==> config.mk <==
export PLATFORM = sky130hd
export DESIGN_NAME = sp_seq
export DESIGN_NICKNAME = d
export VERILOG_FILES = /design/src/design/sp_pkg.sv /design/src/design/sp_seq.sv
export VERILOG_INCLUDE_DIRS = /design/src /design/src/design
export SDC_FILE = /design/constraint.sdc
export NUM_CORES = 1
export LEC_CHECK = 0
export ABC_CLOCK_PERIOD_IN_PS = 3560
export BUFFER_PORTS_ARGS = -buffer_cell sky130_fd_sc_hd__buf_2
export CAP_MARGIN = 20
export CORE_AREA = 5 5 80 82
export DETAILED_ROUTE_END_ITERATION = 10
export DIE_AREA = 0 0 85 87
export PLACE_DENSITY = 0.73
export SETUP_SLACK_MARGIN = 0.05
export SKIP_CTS_REPAIR_TIMING = 1
export SLEW_MARGIN = 5
export SYNTH_ARGS = -nofsm -noshare
export SYNTH_HDL_FRONTEND = slang
export SYNTH_SLANG_ARGS = --single-unit
==> constraint.sdc <==
create_clock -name clk -period 3.56 [get_ports clk]
set_input_delay 0.356 -clock clk [delete_from_list [all_inputs] [get_ports clk]]
set_output_delay 0.356 -clock clk [all_outputs]
set_load 0.01 [all_outputs]
==> src/design/semiprime_test_macros.svh <==
// assertion macros shared by the semiprime test design
`ifndef SEMIPRIME_TEST_MACROS_SVH
`define SEMIPRIME_TEST_MACROS_SVH

// same-cycle implication, sampled on clk, off while rst_n is low
`define SP_ASSERT_NOW(lbl, pre, post) \
  lbl: assert property (@(posedge clk) disable iff (!rst_n) (pre) |-> (post)) \
    else $error("check failed");

// next-cycle implication, sampled on clk, off while rst_n is low
`define SP_ASSERT_NEXT(lbl, pre, post) \
  lbl: assert property (@(posedge clk) disable iff (!rst_n) (pre) |=> (post)) \
    else $error("check failed");

`endif

==> src/design/sp_pkg.sv <==
// shared types and constants for the semiprime test design
package sp_pkg;

  localparam int VALUE_BITS = 16;
  localparam int IN_BITS    = 16;
  localparam int WIDE_BITS  = (VALUE_BITS > IN_BITS) ? VALUE_BITS : IN_BITS;
  localparam int CNT_W      = $clog2(VALUE_BITS + 1);

  typedef logic [VALUE_BITS-1:0] val_t;

  typedef enum logic [2:0] {
    S_IDLE,
    S_A_ISSUE,
    S_A_WAIT,
    S_B_CHECK,
    S_B_ISSUE,
    S_B_WAIT,
    S_DONE
  } state_t;

  typedef struct packed {
    logic start;
    val_t dividend;
    val_t divisor;
  } div_req_t;

  typedef struct packed {
    logic done;
    val_t quot;
    val_t rem;
  } div_rsp_t;

  typedef struct packed {
    logic idle;
    logic done;
    logic result;
  } seq_stat_t;

endpackage

==> src/design/sp_seq.sv <==
// sequencer: divisor search, then primality trial of the cofactor
`include "semiprime_test_macros.svh"

module sp_seq import sp_pkg::*; (
  input  logic      clk,
  input  logic      rst_n,
  input  logic      start,
  input  val_t      value,
  input  logic      out_free,
  output seq_stat_t stat,
  output div_req_t  div_req,
  input  div_rsp_t  div_rsp
);

  state_t state_r, state_nxt;
  val_t   x_r, x_nxt;   // value under test, later the cofactor
  val_t   d_r, d_nxt;   // trial divisor
  logic   res_r, res_nxt;

  // next state
  always_comb begin
    state_nxt = state_r;
    unique case (state_r)
      S_IDLE: begin
        if (start) begin
          state_nxt = (value < val_t'(4)) ? S_DONE : S_A_ISSUE;
        end
      end
      S_A_ISSUE: state_nxt = S_A_WAIT;
      S_A_WAIT: begin
        if (div_rsp.done) begin
          if (d_r > div_rsp.quot) begin
            state_nxt = S_DONE;
          end else if (div_rsp.rem == '0) begin
            state_nxt = S_B_CHECK;
          end else begin
            state_nxt = S_A_ISSUE;
          end
        end
      end
      S_B_CHECK: begin
        if (x_r < val_t'(4) || !x_r[0]) begin
          state_nxt = S_DONE;
        end else begin
          state_nxt = S_B_ISSUE;
        end
      end
      S_B_ISSUE: state_nxt = S_B_WAIT;
      S_B_WAIT: begin
        if (div_rsp.done) begin
          if (d_r > div_rsp.quot || div_rsp.rem == '0) begin
            state_nxt = S_DONE;
          end else begin
            state_nxt = S_B_ISSUE;
          end
        end
      end
      S_DONE: begin
        if (out_free) begin
          state_nxt = S_IDLE;
        end
      end
      default: state_nxt = S_IDLE;
    endcase
  end

  // outputs and datapath updates
  always_comb begin
    x_nxt            = x_r;
    d_nxt            = d_r;
    res_nxt          = res_r;
    div_req.start    = 1'b0;
    div_req.dividend = x_r;
    div_req.divisor  = d_r;
    stat.idle        = 1'b0;
    stat.done        = 1'b0;
    stat.result      = res_r;
    unique case (state_r)
      S_IDLE: begin
        stat.idle = 1'b1;
        if (start) begin
          x_nxt   = value;
          d_nxt   = val_t'(2);
          res_nxt = 1'b0;
        end
      end
      S_A_ISSUE, S_B_ISSUE: div_req.start = 1'b1;
      S_A_WAIT: begin
        if (div_rsp.done) begin
          if (d_r <= div_rsp.quot && div_rsp.rem == '0) begin
            x_nxt = div_rsp.quot;
          end
          d_nxt = d_r + val_t'(1);
        end
      end
      S_B_CHECK: begin
        // 2 and 3 are prime, 0, 1 and other even values are not
        res_nxt = (x_r < val_t'(4)) ? (x_r >= val_t'(2)) : 1'b0;
        d_nxt   = val_t'(3);
      end
      S_B_WAIT: begin
        if (div_rsp.done) begin
          res_nxt = (d_r > div_rsp.quot);
          d_nxt   = d_r + val_t'(2);
        end
      end
      S_DONE: stat.done = 1'b1;
      default: ;
    endcase
  end

  always_ff @(posedge clk) begin
    if (!rst_n) begin
      state_r <= S_IDLE;
      res_r   <= 1'b0;
    end else begin
      state_r <= state_nxt;
      res_r   <= res_nxt;
    end
  end

  always_ff @(posedge clk) begin
    x_r <= x_nxt;
    d_r <= d_nxt;
  end

  `SP_ASSERT_NOW(a_divisor_at_least_two, div_req.start, d_r >= val_t'(2))
  `SP_ASSERT_NEXT(a_done_holds, stat.done && !out_free, stat.done)

endmodule

==> metrics.cfg <==
[global_routing]
grt_max_degree=39
grt_overflow=0
grt_pass1_vias=2262
grt_pass1_wl_mm=10.8
antenna_found_initial=0
grt_use_total_pct=18.0

[setup_path]
crit_arrival_ps=2640
worstReg2RegStart=d_r[13]$_DFFE_PP_
required_ps=3530
critical_path_class=flip-flop to flip-flop
crit_path_end_kind=flip-flop
critPathLaunchType=flip-flop
r2r_slack_ps=890
r2r_cells=8
worstReg2RegEnd=x_r[4]$_DFFE_PP_
cp_max_fo=16

[layout]
ff_latch_area_mm2=0.00104
nets=440
syn_to_final_growth_pct=24.6
diodes=0
final_util_pct=54.0
multiInputGateArea_mm2=0.00129
fillCellCount=557
finalNonFillerCells=445
layout-drive-gt1-share_pct=27.8

[clock_tree]
numCtsBuffers=5
clkTransAtPathRegs_ps=70
clock_path_buffers=2
insertion_delay_ps=280
cts_tree=built
cts_root_buffer=clkbuf_8
cts_sinks=36
cts_max_level=2

[power]
clockPowerShare_pct=11.5
internal-power_w=0.00132
p_leak_nw=1.39
pwr-share-comb_pct=47.2
power_w=0.00235
power_switching_w=0.00103
p_sw_share_pct=43.8
power_density_mw_per_mm2=768
irDropWorstVdd_uv=392
seq_power_share_pct=41.3

[timing]
setup_viol_count_final=0
fin_crit_sh_pct=75.0
slew_headroom_pct=52.3
rsz0062_at_grt=no
max_freq_mhz=374
slew_violations=0
whs_ps=362
hold_viol_final=0
fin_skew_ps=5.96
layout_min_cycle_time_ps=2670
setup_tns_ps=0
tightest_slew_ps=714

[drt]
viasPerCell=5.51
drt_wl_total_mm=6.73
dr.pass1.iters=5
drc=0
first_iter_violations=163
vias=2451
route.antenna.remaining_nets=0
wl_per_cell_um=15.1

[floorplanning]
dieArea_mm2=0.00740
boundaryPins=89
core_mm2=0.00568
rows=28
dieHeight_um=87
start_util_pct=43.3
die_w_um=85

[worst_hold_path]
worstHoldStart=value[1]
min_to=x_r[1]$_DFFE_PP_
min_path_cells=3
hold_class=primary input to flip-flop

[outcome]
status=completed

[yosys]
synth_ff_type=edfxtp_1
synth_cell_type_count=45
synth_edf_count=32
yosysMostFrequentCell=nand2_1
synth-async-reset-ratio_pct=0
yosysSeqAreaShare_pct=42.3
synth_commonest_cells=nand2_1, edfxtp_1, o21ai_0
yosysTopAreaCell=edfxtp_1
syn_nets=353
synth_top_cell_area_share_pct=39.1
netlist_area_mm2=0.00246
synth-seq-cells=36
syn_area_per_cell_um2=8.72
synth_cells=282
yosys-top-cells-area=edfxtp_1, ha_1, nand2_1, o21ai_0, a21oi_1
ys_warn_count=0

[job]
max_cap_viol_count=0

[placed_design]
port_buffers=88
gp_congestion=0.868
dp_cells=437
place_hpwl_mm=5.50

## through the flow
stage	worst slack (ps)	cell area, µm²
2_1_floorplan	417	2460
3_3_place_gp	930	2980
3_5_place_dp	899	2980
4_1_cts	880	3060
5_1_grt	815	3060
6_report	890	3060
## worst max path at each step
stage	end	startpoint	slack [ps]
final	x_r[4]$_DFFE_PP_	d_r[13]$_DFFE_PP_	890
after global routing	x_r[14]$_DFFE_PP_	d_r[13]$_DFFE_PP_	810
after CTS	x_r[5]$_DFFE_PP_	d_r[13]$_DFFE_PP_	880
after detailed placement	x_r[5]$_DFFE_PP_	div_rsp[29]	900
after global placement	x_r[2]$_DFFE_PP_	div_rsp[29]	930
after floorplan	x_r[0]$_DFFE_PP_	d_r[13]$_DFFE_PP_	420
## flip-flops by register name (all words and copies together) (netlist names)
register / count
res_r: 1
x_r: 16
d_r: 16
state_r: 3
## final cells by class
type                       count  area share, %
inverter                      22           2.69
clock inverter                 2          0.367
timing repair buffer          92           15.4
sequential                    36           34.0
tap                           75           3.06
multi-input combinational    212           42.2
clock buffer                   6           2.37
## routing by layer
| layer | part of all wire, % | GRT usage, % |
|---|---|---|
| met1 | 42 | 23.9 |
| met2 | 49 | 29.6 |
| met3 | 7.2 | 5.30 |
| met4 | 1.2 | 3.31 |
| met5 | 0 | 0 |
## placed cells by master (no fill, tap or decap), drive strengths merged, types with 2 or more instances in the layout
cell | synthesis | routed
and3 | 5 | 5
o22ai | 2 | 2
a22oi | 2 | 2
nor3b | 2 | 2
a21oi | 20 | 20
nand2 | 39 | 39
a211oi | 4 | 4
a21o | 4 | 4
a31oi | 3 | 3
dfxtp | 4 | 4
o21ai | 29 | 29
nand4 | 7 | 7
nor2 | 25 | 25
o21a | 2 | 2
clkbuf | 10 | 6
edfxtp | 32 | 32
a311oi | 2 | 2
nand2b | 3 | 3
nor3 | 4 | 4
nand3 | 5 | 5
and2 | 2 | 2
inv | 22 | 22
ha | 18 | 18
nor4 | 12 | 12
xnor2 | 2 | 2
o32ai | 2 | 2
a211o | 2 | 2
buf | 2 | 92
o31a | 2 | 2
## cell families (layout without fill, tap and decap cells)
| family | after synthesis | after routing | synth area share, % |
|---|---|---|---|
| AND/OR/NAND/NOR | 109 | 109 | 21.3 |
| adder cells (fa/ha/maj) | 18 | 18 | 9.16 |
| XOR/XNOR | 2 | 2 | 0.713 |
| AO/OA/AOI/OAI | 83 | 83 | 21.1 |
| buffers and inverters | 34 | 122 | 5.39 |
| flip-flops | 36 | 36 | 42.3 |
## power groups by stage
stage / logic (W) / registers (W) / clock network [W]
final: 0.00111 / 0.000971 / 0.000272
after global placement: 0.00109 / 0.000967 / 0
after global routing: 0.00125 / 0.00101 / 0.000304
after detailed placement: 0.00111 / 0.000979 / 0
after floorplan: 0.000686 / 0.000962 / 0
after CTS: 0.00112 / 0.000969 / 0.000284
## critical path: stages (launching register included)
cell and delay, ps:
edfxtp_1 450, ha_1 340, a21o_1 180, a21o_1 170, a2111o_1 390, a211o_1 290, and2_4 160, o32ai_2 110
buf_4 280
Power figures use the tool's default switching activity.
